===== config.mk =====
export PLATFORM = sky130hd
export DESIGN_NAME = pixel_glitch_effect_stream_top
export DESIGN_NICKNAME = d
export VERILOG_FILES = /design/src/design/pge_pkg.sv /design/src/design/pge_core.sv /design/src/design/pixel_glitch_effect_stream_top.sv
export SDC_FILE = /design/constraint.sdc
export NUM_CORES = 1
export LEC_CHECK = 0
export ABC_AREA = 1
export BUFFER_PORTS_ARGS = -buffer_cell sky130_fd_sc_hd__buf_2
export CAP_MARGIN = 20
export CORE_ASPECT_RATIO = 0.6
export CORE_MARGIN = 2
export CORE_UTILIZATION = 61
export DETAILED_ROUTE_END_ITERATION = 8
export PLACE_DENSITY = 0.81
export SLEW_MARGIN = 10
export SYNTH_ARGS = -nofsm -noshare
export SYNTH_HDL_FRONTEND = slang
export SYNTH_SLANG_ARGS = --single-unit

===== constraint.sdc =====
create_clock -name clk -period 10.5 [get_ports clk]
set_input_delay 2.625 -clock clk [delete_from_list [all_inputs] [get_ports clk]]
set_output_delay 2.625 -clock clk [all_outputs]
set_load 0.005 [all_outputs]

===== src/design/pge_pkg.sv =====
package pge_pkg;

	// channel shift distance and derived sizes
	localparam int SHIFT_DISTANCE = 3;
	localparam int WIN_DEPTH      = 2 * SHIFT_DISTANCE + 1;
	localparam int MAX_RESULTS    = SHIFT_DISTANCE + 1;
	localparam int FILL_W         = $clog2(WIN_DEPTH + 1);
	localparam int CNT_W          = $clog2(MAX_RESULTS + 1);
	localparam int IDX_W          = (MAX_RESULTS > 1) ? $clog2(MAX_RESULTS) : 1;

	// effect codes
	localparam logic [2:0] MODE_PASS      = 3'd0;
	localparam logic [2:0] MODE_INVERT    = 3'd1;
	localparam logic [2:0] MODE_SHIFT     = 3'd2;
	localparam logic [2:0] MODE_POSTERIZE = 3'd3;
	localparam logic [2:0] MODE_CONTRAST  = 3'd4;

	// register map
	localparam logic REG_EFFECT_MODE = 1'b0;

	typedef struct packed {
		logic [7:0] red_in;
		logic [7:0] green_in;
		logic [7:0] blue_in;
		logic [7:0] alpha_in;
		logic       line_last;
	} pixel_in_t;

	typedef struct packed {
		logic [7:0] red_out;
		logic [7:0] green_out;
		logic [7:0] blue_out;
		logic [7:0] alpha_out;
		logic       line_end;
		logic       run_last;
	} pixel_out_t;

	typedef struct packed {
		logic [7:0] red;
		logic [7:0] green;
		logic [7:0] blue;
		logic [7:0] alpha;
	} rgba_t;

	// contrast: clamp(floor((3v - 128) / 2), 0, 255)
	function automatic logic [7:0] contrast(input logic [7:0] v);
		logic [9:0] t;
		logic [9:0] d;
		begin
			t = {1'b0, v, 1'b0} + {2'b00, v};
			d = t - 10'd128;
			if (t < 10'd128) begin
				contrast = 8'd0;
			end else if (d[9:1] > 9'd255) begin
				contrast = 8'd255;
			end else begin
				contrast = d[8:1];
			end
		end
	endfunction

	// per-channel point effects; unused codes pass
	function automatic logic [7:0] point_fx(input logic [2:0] mode, input logic [7:0] v);
		begin
			case (mode)
				MODE_INVERT:    point_fx = 8'd255 - v;
				MODE_POSTERIZE: point_fx = v & 8'hC0;
				MODE_CONTRAST:  point_fx = contrast(v);
				default:        point_fx = v;
			endcase
		end
	endfunction

endpackage


===== src/design/pge_core.sv =====
module pge_core
	import pge_pkg::*;
(
	input  logic                             clk,
	input  logic                             arst_n,
	input  logic                             step,
	input  logic [2:0]                       mode,
	input  pixel_in_t                        pix,
	output pixel_out_t [MAX_RESULTS-1:0]     res,
	output logic [CNT_W-1:0]                 res_cnt
);

	rgba_t                     win_q [WIN_DEPTH];
	logic [FILL_W-1:0]         fill_q;

	rgba_t                     w     [WIN_DEPTH];
	rgba_t                     use_w [WIN_DEPTH];
	rgba_t                     sh    [MAX_RESULTS];
	pixel_out_t                cand  [MAX_RESULTS];
	logic [MAX_RESULTS-1:0]    cand_ok;
	logic [FILL_W-1:0]         nfill;
	logic [FILL_W-1:0]         use_f;
	logic                      shift_mode;
	logic [CNT_W-1:0]          n;

	// window after taking in the new pixel, and the shifted view of it
	always_comb begin
		shift_mode = (mode == MODE_SHIFT);
		w[0] = '{red: pix.red_in, green: pix.green_in, blue: pix.blue_in,
			alpha: pix.alpha_in};
		for (int i = 1; i < WIN_DEPTH; i++) begin
			w[i] = win_q[i-1];
		end
		nfill = (fill_q == FILL_W'(WIN_DEPTH)) ? fill_q : fill_q + 1'b1;
		use_f = shift_mode ? nfill : fill_q;
		for (int i = 0; i < WIN_DEPTH; i++) begin
			use_w[i] = shift_mode ? w[i] : win_q[i];
		end
		// red from the right neighbor, blue from the left one, own value at edges
		for (int k = 0; k < MAX_RESULTS; k++) begin
			sh[k] = use_w[k];
			if (FILL_W'(k + SHIFT_DISTANCE) < use_f) begin
				sh[k].blue = use_w[k + SHIFT_DISTANCE].blue;
			end
		end
		sh[SHIFT_DISTANCE].red = use_w[0].red;
	end

	// candidate words in output order
	always_comb begin
		for (int j = 0; j < MAX_RESULTS; j++) begin
			cand[j] = '0;
			cand_ok[j] = 1'b0;
			if (shift_mode) begin
				cand[j].red_out   = sh[SHIFT_DISTANCE-j].red;
				cand[j].green_out = sh[SHIFT_DISTANCE-j].green;
				cand[j].blue_out  = sh[SHIFT_DISTANCE-j].blue;
				cand[j].alpha_out = sh[SHIFT_DISTANCE-j].alpha;
				if (j == 0) begin
					cand_ok[j] = (nfill >= FILL_W'(SHIFT_DISTANCE + 1));
				end else begin
					cand_ok[j] = pix.line_last &&
						(FILL_W'(SHIFT_DISTANCE - j) < nfill);
				end
			end else if (j < SHIFT_DISTANCE) begin
				// pending pixels left over from shift mode
				cand[j].red_out   = sh[SHIFT_DISTANCE-1-j].red;
				cand[j].green_out = sh[SHIFT_DISTANCE-1-j].green;
				cand[j].blue_out  = sh[SHIFT_DISTANCE-1-j].blue;
				cand[j].alpha_out = sh[SHIFT_DISTANCE-1-j].alpha;
				cand_ok[j] = (FILL_W'(SHIFT_DISTANCE - 1 - j) < fill_q);
			end else begin
				cand[j].red_out   = point_fx(mode, pix.red_in);
				cand[j].green_out = point_fx(mode, pix.green_in);
				cand[j].blue_out  = point_fx(mode, pix.blue_in);
				cand[j].alpha_out = pix.alpha_in;
				cand_ok[j] = 1'b1;
			end
			if (j == SHIFT_DISTANCE) begin
				cand[j].line_end = pix.line_last;
			end
		end
	end

	// pack the valid words to the front and mark the last
	always_comb begin
		res = '0;
		n = '0;
		for (int j = 0; j < MAX_RESULTS; j++) begin
			if (cand_ok[j]) begin
				res[n[IDX_W-1:0]] = cand[j];
				n = n + 1'b1;
			end
		end
		for (int i = 0; i < MAX_RESULTS; i++) begin
			res[i].run_last = (CNT_W'(i + 1) == n);
		end
		res_cnt = n;
	end

	// line count
	always_ff @(posedge clk or negedge arst_n) begin
		if (!arst_n) begin
			fill_q <= '0;
		end else if (step) begin
			if (shift_mode && !pix.line_last) begin
				fill_q <= nfill;
			end else begin
				fill_q <= '0;
			end
		end
	end

	// pixel window, entries past the line count are never read
	always_ff @(posedge clk) begin
		if (step && shift_mode) begin
			for (int i = 0; i < WIN_DEPTH; i++) begin
				win_q[i] <= w[i];
			end
		end
	end

endmodule


===== src/design/pixel_glitch_effect_stream_top.sv =====
// Path: a word accepted into the input stage (pix_s1) is processed once the burst
// register is free, and its first result shows from burst_q; shift mode holds each
// pixel back by three pixels and flushes the rest at line end.
// Throughput: one pixel per cycle while each pixel yields one result and res_ready
// is high; k results hold the output until taken; the one-word input stage absorbs it.
// Reset: arst_n clears the mode register, line count and word counts; no clearing pass.
module pixel_glitch_effect_stream_top
	import pge_pkg::*;
(
	input  logic        clk,
	input  logic        arst_n,
	input  logic        psel,
	input  logic        penable,
	input  logic        pwrite,
	input  logic [2:0]  paddr,
	input  logic [31:0] pwdata,
	output logic [31:0] prdata,
	output logic        pready,
	input  logic        pix_valid,
	output logic        pix_ready,
	input  pixel_in_t   pix_data,
	output logic        res_valid,
	input  logic        res_ready,
	output pixel_out_t  res_data
);

	logic [2:0]                    effect_mode_q;
	logic                          valid_s1;
	pixel_in_t                     pix_s1;
	pixel_out_t                    burst_q [MAX_RESULTS];
	logic [CNT_W-1:0]              burst_cnt_q;
	pixel_out_t [MAX_RESULTS-1:0]  gen;
	logic [CNT_W-1:0]              gen_cnt;
	logic                          step;
	logic                          take;

	// config port
	assign pready = 1'b1;
	assign prdata = (paddr[2] == REG_EFFECT_MODE) ? {29'd0, effect_mode_q} : 32'd0;

	always_ff @(posedge clk or negedge arst_n) begin
		if (!arst_n) begin
			effect_mode_q <= MODE_PASS;
		end else if (psel && penable && pwrite && paddr[2] == REG_EFFECT_MODE) begin
			effect_mode_q <= pwdata[2:0];
		end
	end

	// handshake control
	assign take      = res_valid && res_ready;
	assign step      = valid_s1 && (burst_cnt_q == '0 ||
		(burst_cnt_q == CNT_W'(1) && res_ready));
	assign pix_ready = !valid_s1 || step;
	assign res_valid = (burst_cnt_q != '0);
	assign res_data  = burst_q[0];

	pge_core u_core (
		.clk     (clk),
		.arst_n  (arst_n),
		.step    (step),
		.mode    (effect_mode_q),
		.pix     (pix_s1),
		.res     (gen),
		.res_cnt (gen_cnt)
	);

	// input stage and burst count
	always_ff @(posedge clk or negedge arst_n) begin
		if (!arst_n) begin
			valid_s1    <= 1'b0;
			burst_cnt_q <= '0;
		end else begin
			if (pix_valid && pix_ready) begin
				valid_s1 <= 1'b1;
			end else if (step) begin
				valid_s1 <= 1'b0;
			end
			if (step) begin
				burst_cnt_q <= gen_cnt;
			end else if (take) begin
				burst_cnt_q <= burst_cnt_q - 1'b1;
			end
		end
	end

	// payload registers
	always_ff @(posedge clk) begin
		if (pix_valid && pix_ready) begin
			pix_s1 <= pix_data;
		end
		if (step) begin
			for (int i = 0; i < MAX_RESULTS; i++) begin
				burst_q[i] <= gen[i];
			end
		end else if (take) begin
			for (int i = 0; i < MAX_RESULTS - 1; i++) begin
				burst_q[i] <= burst_q[i+1];
			end
		end
	end

	// checks
	a_cnt_bound: assert property (@(posedge clk) disable iff (!arst_n)
		burst_cnt_q <= CNT_W'(MAX_RESULTS))
		else $error("burst count out of range");

	a_no_step_busy: assert property (@(posedge clk) disable iff (!arst_n)
		(burst_cnt_q > CNT_W'(1)) |-> !step)
		else $error("new word processed while burst still draining");

	a_stall_held: assert property (@(posedge clk) disable iff (!arst_n)
		!pix_ready |-> valid_s1)
		else $error("input stalled with empty input stage");

	a_drain_last: assert property (@(posedge clk) disable iff (!arst_n)
		(take && burst_cnt_q == CNT_W'(1) && !step) |=> !res_valid)
		else $error("output still valid after last word taken");

	a_run_last: assert property (@(posedge clk) disable iff (!arst_n)
		(res_valid && burst_cnt_q == CNT_W'(1)) |-> res_data.run_last)
		else $error("final word of a run not marked");

endmodule

# Word level (Yosys, flattened, before mapping)
# Memories as Yosys holds them, arrays and structs flattened.
# Cells that the tools add are included.
[classes]
add_sub_neg = 14
n_mul = 0
n_div = 0
order_cmp = 23
eq_ne = 10
shift = 0
muxes = 62
bitwise_logic = 4
n_reduce_logical = 23
[ops]
columns = ["op", "count"]
rows = [
  ["136-bit bitwise mux", 3],
  ["136-bit 2-to-1 mux", 3],
  ["34-bit 2-to-1 mux", 7],
  ["32-bit 2-to-1 mux", 7],
  ["34-bit demux with 2-bit select", 3],
  ["8-bit 2-to-1 mux", 10],
  ["8-bit one-hot mux with 3 select lines", 3],
  ["16-bit 2-to-1 mux", 2],
  ["9-bit by 8-bit adder with 10-bit output", 3],
  ["10-bit by 8-bit < comparator with 1-bit output, second input constant", 3],
  ["10-bit by 8-bit subtractor with 10-bit output, second input constant", 3],
  ["9-bit by 8-bit > comparator with 1-bit output, second input constant", 3],
  ["3-bit 2-to-1 mux", 9],
  ["24-bit 2-to-1 mux", 1],
  ["8-bit subtractor, first input constant", 3],
  ["1-bit logical AND", 15],
  ["1-bit 2-to-1 mux", 14],
  ["1-bit by 3-bit < comparator with 1-bit output, first input constant", 4],
  ["3-bit by 1-bit adder with 3-bit output, second input constant", 3],
  ["2-bit by 3-bit < comparator with 1-bit output, first input constant", 3],
  ["3-bit < comparator, first input constant", 3],
  ["2-bit by 3-bit equality test with 1-bit output, first input constant", 2],
  ["3-bit by 1-bit equality test with 1-bit output, second input constant", 2],
  ["3-bit by 2-bit equality test with 1-bit output, second input constant", 2],
  ["other kinds (17)", 25],
]
[word_totals]
ff_bits = 43
latchBits = 0
mem_bits_rw = 360
romBits = 0
inputBits = 75
out_inout_bits = 69
wordCells = 147
mem_count = 2
[memory_table]
columns = ["name", "depth", "width", "rd", "rd_clocked_by_memory_dff", "write_ports", "line", "source"]
rows = [
  ["u_core.win_q", 7, 32, 6, 0, 7, "pge_core.sv:13", "rgba_t win_q [WIN_DEPTH];"],
  ["burst_q", 4, 34, 4, 0, 4, "pixel_glitch_effect_stream_top.sv:30", "pixel_out_t burst_q [MAX_RESULTS];"],
]

# Longest topological paths before layout
# Gate-level depths: netlist of the first run.
[depth]
depth_word = 16
ltp_mapped = 23
ltp_nobuf = 23

# Modules after synthesis
# From an unflattened synthesis of the first run, not the netlist that was laid out.
[hier_totals]
hier_cells = 1989
area_unflattened_um2 = 17411.7
[by_module_without_submodules]
columns = ["mod", "n_inst", "cells_each", "area_per_inst_um2", "seq_area_each_um2"]
rows = [
  ["pge_core", 1, 1390, 10148.5, 3678.5],
  ["pixel_glitch_effect_stream_top", 1, 599, 7263.2, 5250.0],
]

# Least setup slack after synthesis of the first run
# Ideal clock, no wire load.
[synth_path]
kind = "input -> register"
from = "input res_ready"
to = "memory u_core.win_q[0][0] (netlist bit) (enable)"
setup_time_ns = 0.601
arrival_ns = 9.418
required_ns = 9.899
slack_ns = 0.481
cell_stages = 7
n_path_buf = 1
path_cell_list = "nand3_1 > nand2_1 > inv_1 > nor2_1 > clkbuf_1 > inv_1 > nor2_1"
[synth_lines]
columns = ["element", "line", "source"]
rows = [
  ["from (decl)", "pixel_glitch_effect_stream_top.sv:23", "input logic res_ready,"],
  ["to (decl)", "pge_core.sv:13", ""],
]

# Final worst setup path of the first run
[layout_path]
from = "input res_ready"
to = "output pix_ready"
[layout_between]
elab_chain_cells = 4
[layout_lines]
columns = ["element", "line", "source"]
rows = [
  ["1-bit logical AND", "pixel_glitch_effect_stream_top.sv:52", "(burst_cnt_q == CNT_W'(1) && res_ready));"],
  ["1-bit logical OR", "pixel_glitch_effect_stream_top.sv:51", "assign step = valid_s1 && (burst_cnt_q == '0 ||"],
  ["1-bit logical AND", "pixel_glitch_effect_stream_top.sv:51", ""],
  ["1-bit logical OR", "pixel_glitch_effect_stream_top.sv:53", "assign pix_ready = !valid_s1 || step;"],
  ["to (decl)", "pixel_glitch_effect_stream_top.sv:20", "output logic pix_ready,"],
]
# Every way passes these cells.

==> results of run 1 <==
## metal layers
metal	routed length, um	vias up
li1	-	6742
met1	18300	6641
met2	18900	943
met3	6590	110
met4	1220	0
met5	0	-
## registers in the layout (all words and copies together), names as in the netlist
name	cells
burst_cnt_q	3
burst_q	136
effect_mode_q	3
pix_s1	33
u_core.fill_q	3
u_core.win_q	120
valid_s1	1
## cell type report
class                           count  area [um2]  share of cell area, %
Clock buffer                       38         759                   4.13
Clock inverter                     16         143                  0.776
Inverter                          213         802                   4.36
Timing Repair Buffer               99         538                   2.93
Sequential cell                   299        8930                   48.6
Tap cell                          367         459                   2.50
Multi-Input combinational cell   1395        6750                   36.7
## cells by family after synthesis
logic type,count (synthesis),share of synthesized area [%]
XOR/XNOR,2,0.147
AND/OR/NAND/NOR,975,24.3
other,2,0.0442
buffers and inverters,329,8.45
adder cells (fa/ha/maj),44,3.38
flip-flops,299,52.6
AO/OA/AOI/OAI,344,11.1
## critical path, delay by kind of cell
kind,cells,cell delay (ns)
simple gates,3,0.23
buf+inv,3,0.37
## path summary, 6_finish.rpt
kind | to | depth (start not counted)
setup / recovery | pix_ready | 6
hold / removal | u_core.win_q[1][14] | 0
setup reg to reg | burst_q[0][17] | 15
hold reg to reg | u_core.win_q[1][14] | 0
max in group asynchronous | effect_mode_q[1] | 1
min in group asynchronous | u_core.fill_q[1] | 1
## through the flow
stage               total power [mW]  hold slack [ns]
finish                          4.59            0.452
global route                    4.86            0.456
CTS                             4.55            0.444
detailed placement              3.52            0.435
global placement                3.44            0.429
floorplan                       3.02            0.426
## report_power, final
group | switching [mW] | leakage [nW] | total [mW] | internal [mW]
registers | 0.130 | 2.86 | 1.85 | 1.72
clock network | 0.471 | 0.431 | 1.03 | 0.561
logic | 1.20 | 4.71 | 1.71 | 0.509
## placed cells by master (no fill, tap or decap), types with 38 or more instances in the layout
cell and instances:
a21oi_1 77, buf_2 82, ha_1 41, inv_1 198, o21ai_1 38, nor2_1 110
o21ai_0 158, nand2_1 612, nand3_1 179, edfxtp_1 289
==> impl_table.tex, run 1 <==
\begin{tabular}{lr}
\hline
Metric & Value \\
\hline
\multicolumn{2}{l}{\textbf{Logic synthesis}} \\
Biggest area consumer among synthesized cells & edfxtp\_1 \\
Top FF cell, synth & edfxtp\_1 \\
Post-synthesis instance area & 17000 um2 \\
Cells after synthesis & 1995 \\
Most common cell in the synthesized netlist & nand2\_1 \\
Top post-synthesis cells by count & 612 x nand2\_1, 289 x edfxtp\_1, 199 x inv\_1 \\
Average size of a mapped cell & approximately 8.5 um2 \\
Async set or reset register ratio after synthesis & 3.34\% \\
Share of the synthesized area in the top cell type & 51.1\% \\
Number of flops mapped to enable cells by yosys & about 290 \\
Count of unique library cells instantiated by Yosys & 44 \\
YS warnings & 0 \\
Largest cells by area after synthesis & edfxtp\_1 51\%, nand2\_1 14\%, nand3\_1 5.3\%, o21ai\_0 4.7\%, inv\_1 4.4\% \\
Sequential fraction of the synthesis area & 52.6\% \\
Post-synthesis sequential element count & between 200 and 300 \\
\multicolumn{2}{l}{\textbf{Clocking}} \\
Clock tree from TritonCTS & yes \\
Buffers inserted by post-CTS timing repair & 0 \\
Count of hold buffers inserted by post-cts repair & 0 \\
Number of H-tree levels & 1 \\
Total CTS buffers & 29 \\
Clock root cell & clkbuf\_16 \\
Total number of clock tree sinks & about 300 \\
Clock transition time at the flip-flop clock pins of the worst setup and hold paths & about 0.06 ns \\
Number of gates given a new drive strength after cts & 0 \\
Skew-Pair Late Insertion Delay & 0.59 ns \\
Number of buffers on the longest clock path & 3 \\
\multicolumn{2}{l}{\textbf{STA}} \\
Number of hold violations in the final report & 0 \\
Final setup viols & 0 \\
Setup TNS Final & 0 ns \\
Highest clock rate & 171 MHz \\
Slack of the critical path & 4.66 ns \\
Unrepaired setup endpoints after global routing & false \\
Worst-Margin Slew & 1.14 ns \\
Max-slew violations & 0 \\
Clock Skews & approximately 0.021 ns \\
Final critical path time including I/O delays and setup & roughly 5.8 ns \\
Max transition margin & 23.9\% \\
Final cycle utilization of the critical path & 55.7\% \\
\multicolumn{2}{l}{\textbf{Setup path}} \\
Required time of the critical path & roughly 7.9 ns \\
Register-to-register setup slack & between 5 and 6 ns \\
Crit path kind & in -> out \\
Critical path launch point type & input port \\
Crit path largest cell delay & 0.14 ns \\
Data arrival time at the worst-slack endpoint & between 3 and 4 ns \\
Source of the worst register-to-register timing path & effect\_mode\_q[2] \\
Slowest-stage cell, CP & buf\_2 \\
Series of cell instances along the critical path & buf\_2 -> nand3\_1 -> nand2\_1 -> inv\_1 -> nand2\_1 -> buf\_2 \\
Crit path launch & res\_ready \\
Worst-path fanout max & 3 \\
Kind of capture point of the worst setup path & output pin \\
\multicolumn{2}{l}{\textbf{Global route}} \\
Met3 Resource Use GR & a little under a tenth \\
GR met2 Demand/Resource & a little under half \\
Antenna violations before repair & 0 \\
Global routing usage summed across all routing layers & between 30\% and 40\% \\
Wire length of the first global-routing pass & around 71000 um \\
Gr busiest metal & met1 \\
Via count of the first global-routing pass & roughly 14000 \\
Maximum number of pins on one net before global-route repair & about 110 \\
Met1 Track Usage GR & 45.5\% \\
Overall overflow remaining after global route & 0 \\
\multicolumn{2}{l}{\textbf{Layout}} \\
Number of inserted filler cells in the final layout & 2175 \\
Share of cells above drive strength 1 & under 10\% \\
Non-filler instance count after layout & between 2000 and 2500 \\
Number of inserted diodes & 0 \\
Final standard cell area without fillers & roughly 18000 um2 \\
Post-layout util & between 60\% and 70\% \\
Number of nets in the layout & between 2000 and 2500 \\
Layout Area Growth over Synthesis & 8.28\% \\
\multicolumn{2}{l}{\textbf{Status}} \\
Status & completed \\
\multicolumn{2}{l}{\textbf{Flow run}} \\
Maxcap violations & 0 \\
\multicolumn{2}{l}{\textbf{Min path}} \\
Path category of the worst min-delay check & reg -> reg \\
Hold Path Origin & u\_core.win\_q[0][14] \\
\multicolumn{2}{l}{\textbf{Drt}} \\
Vias per std cell & between 5 and 6 \\
Remaining number of nets flagged by the antenna check after routing & 0 \\
Overall via count from detail\_route & about 14000 \\
Drt drc & 0 \\
DR iter-0 viols & roughly 2000 \\
DRT Pass-1 Iters & 7 \\
Average routed wire per standard cell & between 15 and 20 um \\
Post-Route WL & 45100 um \\
\multicolumn{2}{l}{\textbf{Floorplan}} \\
I/O pin cnt & about 140 \\
Height of the die & between 100 and 150 um \\
Die extent in x & 219 um \\
Core region area & roughly 27000 um2 \\
Die footprint & between 20000 and 30000 um2 \\
Placement row count & between 40 and 50 \\
Effective utilization at floorplan & approximately three fifths \\
\multicolumn{2}{l}{\textbf{Placed design}} \\
Number of placed instances with taps included & between 2000 and 2500 \\
Final estimated routing congestion in global placement & slightly below 0.9 \\
Post-DP HPWL & 28400 um \\
Port Buf Inserts & just over 80 \\
Standard cell area after detailed placement & $\sim$17000 um2 \\
Setup slack after placement & between 4 and 5 ns \\
\multicolumn{2}{l}{\textbf{Power and ir drop}} \\
Maximum ir drop on the vdd rail & 0.000252 V \\
Leakage & roughly 8.0 nW \\
Total power divided by cell area & 250 nW/um2 \\
\hline
\end{tabular}
Note: power is estimated with default switching activity, not from simulation.
==> run 2, diff against run 1 <==
clock period = 5.7 ns   (was 10.5 ns; I/O delays follow)
==> impl_table.tex, run 2 (synthesis gave the netlist of run 1 again) <==
\begin{tabular}{lr}
\hline
Metric & Value \\
\hline
\multicolumn{2}{l}{\textbf{STA}} \\
Worst-Margin Slew & 1.03 ns \\
Highest clock rate & around 250 MHz \\
Worst hold slack & 0.449 ns \\
Setup TNS Final & 0 ns \\
Number of hold violations in the final report & 0 \\
Final cycle utilization of the critical path & a little over two thirds \\
Clock Skews & around 0.028 ns \\
Unrepaired setup endpoints after global routing & false \\
Final setup viols & 0 \\
Slack of the critical path & 1.73 ns \\
Max transition margin & between 30 and 40\% \\
Final critical path time including I/O delays and setup & 3.97 ns \\
Max-slew violations & 0 \\
\multicolumn{2}{l}{\textbf{Global route}} \\
Maximum number of pins on one net before global-route repair & between 100 and 150 \\
Met3 Resource Use GR & under 10\% \\
Wire length of the first global-routing pass & $\sim$70000 um \\
Gr busiest metal & met1 \\
Global routing usage summed across all routing layers & a little under a third \\
Antenna violations before repair & 0 \\
Overall overflow remaining after global route & 0 \\
Via count of the first global-routing pass & 13000 \\
Met1 Track Usage GR & 45.5\% \\
GR met2 Demand/Resource & around 43\% \\
\multicolumn{2}{l}{\textbf{Layout}} \\
Number of nets in the layout & approximately 2200 \\
Final standard cell area without fillers & 18300 um2 \\
Number of inserted filler cells in the final layout & approximately 2200 \\
Number of inserted diodes & 0 \\
Number of flip-flops in the largest register & about 140 \\
Register containing the most flip-flops in the final layout & burst\_q \\
Most frequent cells in the layout & 612 x nand2\_1, 289 x edfxtp\_1, 198 x inv\_1 \\
Layout Area Growth over Synthesis & 8.02\% \\
Share of cells above drive strength 1 & 8.92\% \\
Largest registers & burst\_q (136), u\_core.win\_q (120), pix\_s1 (33) \\
Non-filler instance count after layout & around 2400 \\
Commonest non-fill, non-tap cell in the layout & nand2\_1 \\
\multicolumn{2}{l}{\textbf{Drt}} \\
Vias per std cell & 5.89 \\
Average routed wire per standard cell & roughly 18 um \\
DRT Pass-1 Iters & 6 \\
DR iter-0 viols & 2259 \\
Overall via count from detail\_route & $\sim$14000 \\
Remaining number of nets flagged by the antenna check after routing & 0 \\
Post-Route WL & 44300 um \\
Drt drc & 0 \\
\multicolumn{2}{l}{\textbf{Setup path}} \\
Worst-path fanout max & 63 \\
Critical path launch point type & register \\
Crit path largest cell delay & approximately 0.52 ns \\
Series of cell instances along the critical path & inv\_1 -> nand3\_4 -> inv\_4 -> buf\_4 -> nand2\_1 -> nand2\_1 -> inv\_2 -> or2\_1 -> nand2\_2 -> inv\_1 -> ha\_1 -> nand2\_4 -> buf\_4 -> o21ai\_0 -> a21oi\_1 -> nor2\_1 -> o21ai\_1 -> nand2\_1 \\
Kind of capture point of the worst setup path & register \\
Cell type with the highest occurrence count on the critical path & nand2\_1 \\
Crit path kind & reg -> reg \\
Data arrival time at the worst-slack endpoint & approximately 4.3 ns \\
Required time of the critical path & about 6 ns \\
Critical path's top delay family & buffers and inverters \\
Slowest-stage cell, CP & buf\_4 \\
Sum of buffers and inverters on the critical path & 6 \\
\multicolumn{2}{l}{\textbf{Clocking}} \\
Total number of clock tree sinks & 299 \\
Clock transition time at the flip-flop clock pins of the worst setup and hold paths & around 0.060 ns \\
Buffers inserted by post-CTS timing repair & 0 \\
Total CTS buffers & 28 \\
Clock root cell & clkbuf\_16 \\
Number of gates given a new drive strength after cts & 0 \\
Number of H-tree levels & 1 \\
Skew-Pair Late Insertion Delay & 0.57 ns \\
Count of hold buffers inserted by post-cts repair & 0 \\
Number of buffers on the longest clock path & 3 \\
Clock tree from TritonCTS & yes \\
\multicolumn{2}{l}{\textbf{Power and ir drop}} \\
Maximum ir drop on the vdd rail & 0.000399 V \\
Total power divided by cell area & $\sim$450 nW/um2 \\
Leakage & 7.98 nW \\
\multicolumn{2}{l}{\textbf{Floorplan}} \\
Height of the die & 133 um \\
Die extent in x & about 220 um \\
I/O pin cnt & approximately 140 \\
Placement row count & 47 \\
Core region area & 27500 um2 \\
Effective utilization at floorplan & 61.8\% \\
Die footprint & slightly below 30000 um2 \\
\multicolumn{2}{l}{\textbf{Flow run}} \\
Maxcap violations & 0 \\
\multicolumn{2}{l}{\textbf{Placed design}} \\
Number of placed instances with taps included & 2374 \\
Port Buf Inserts & 82 \\
Post-DP HPWL & between 20000 and 30000 um \\
Standard cell area after detailed placement & between 15000 and 20000 um2 \\
Final estimated routing congestion in global placement & a little under 0.9 \\
Setup slack after placement & 1.82 ns \\
\multicolumn{2}{l}{\textbf{Min path}} \\
Path category of the worst min-delay check & reg -> reg \\
\multicolumn{2}{l}{\textbf{Status}} \\
Status & completed \\
\hline
\end{tabular}
run 2: cell count changes in the layout (fill, tap and decap cells not counted), moves of 2 or more:
cell | before | now
buf_12 | 0 | 3
inv_6 | 3 | 1
clkbuf_1 | 9 | 7
buf_4 | 17 | 15
clkinv_1 | 8 | 6
run 2: metal layers:
| layer | up-vias | part of all wire [%] | wire [um] |
|---|---|---|---|
| met4 | 0 | 1.8 | 808 |
| met3 | 74 | 14 | 6160 |
| met2 | 866 | 42 | 18700 |
| met1 | 6583 | 42 | 18600 |
| li1 | 6733 | - | - |
| met5 | - | 0 | 0 |
run 2: worst reg2reg max path, delay by kind of cell, from the launching register on:
kind / cells / cell delay (ns)
fa+ha+maj: 1 / 0.23
buf+inv: 6 / 1.38
simple gates: 8 / 1.32
compound gates: 3 / 0.43
flops: 1 / 0.38
run 2: path summary, 6_finish.rpt:
kind	slack, ns	end	start	cells after the start
min in group asynchronous	0.73	valid_s1	arst_n	1
hold reg to reg	0.45	u_core.win_q[1][12]	u_core.win_q[0][12]	0
setup / recovery	1.73	burst_q[1][19]	effect_mode_q[2]	18
hold / removal	0.45	u_core.win_q[1][12]	u_core.win_q[0][12]	0
setup reg to reg	1.73	burst_q[1][19]	effect_mode_q[2]	18
max in group asynchronous	4.76	u_core.fill_q[0]	arst_n	1
run 2: cell type report:
| class | count | area [um2] | area share (%) |
|---|---|---|---|
| clock buffer | 35 | 727 | 3.96 |
| tap | 367 | 459 | 2.50 |
| inverter | 213 | 802 | 4.37 |
| clock inverter | 10 | 87.6 | 0.478 |
| timing repair buffer | 100 | 583 | 3.18 |
| sequential | 299 | 8930 | 48.7 |
| multi-input combinational | 1395 | 6750 | 36.8 |
run 2: through the flow:
step / utilization [%] / total power [mW]
6_report: 66.8 / 8.27
5_1_grt: 66.8 / 8.79
4_1_cts: 66.8 / 8.22
3_5_place_dp: 63.8 / 6.47
3_3_place_gp: 63.8 / 6.36
2_1_floorplan: - / 5.54
run 2: report_power, final:
part	internal (mW)	switching, mW
clock network	0.942	0.811
logic	0.949	2.18
registers	3.16	0.233
total	5.05	3.22
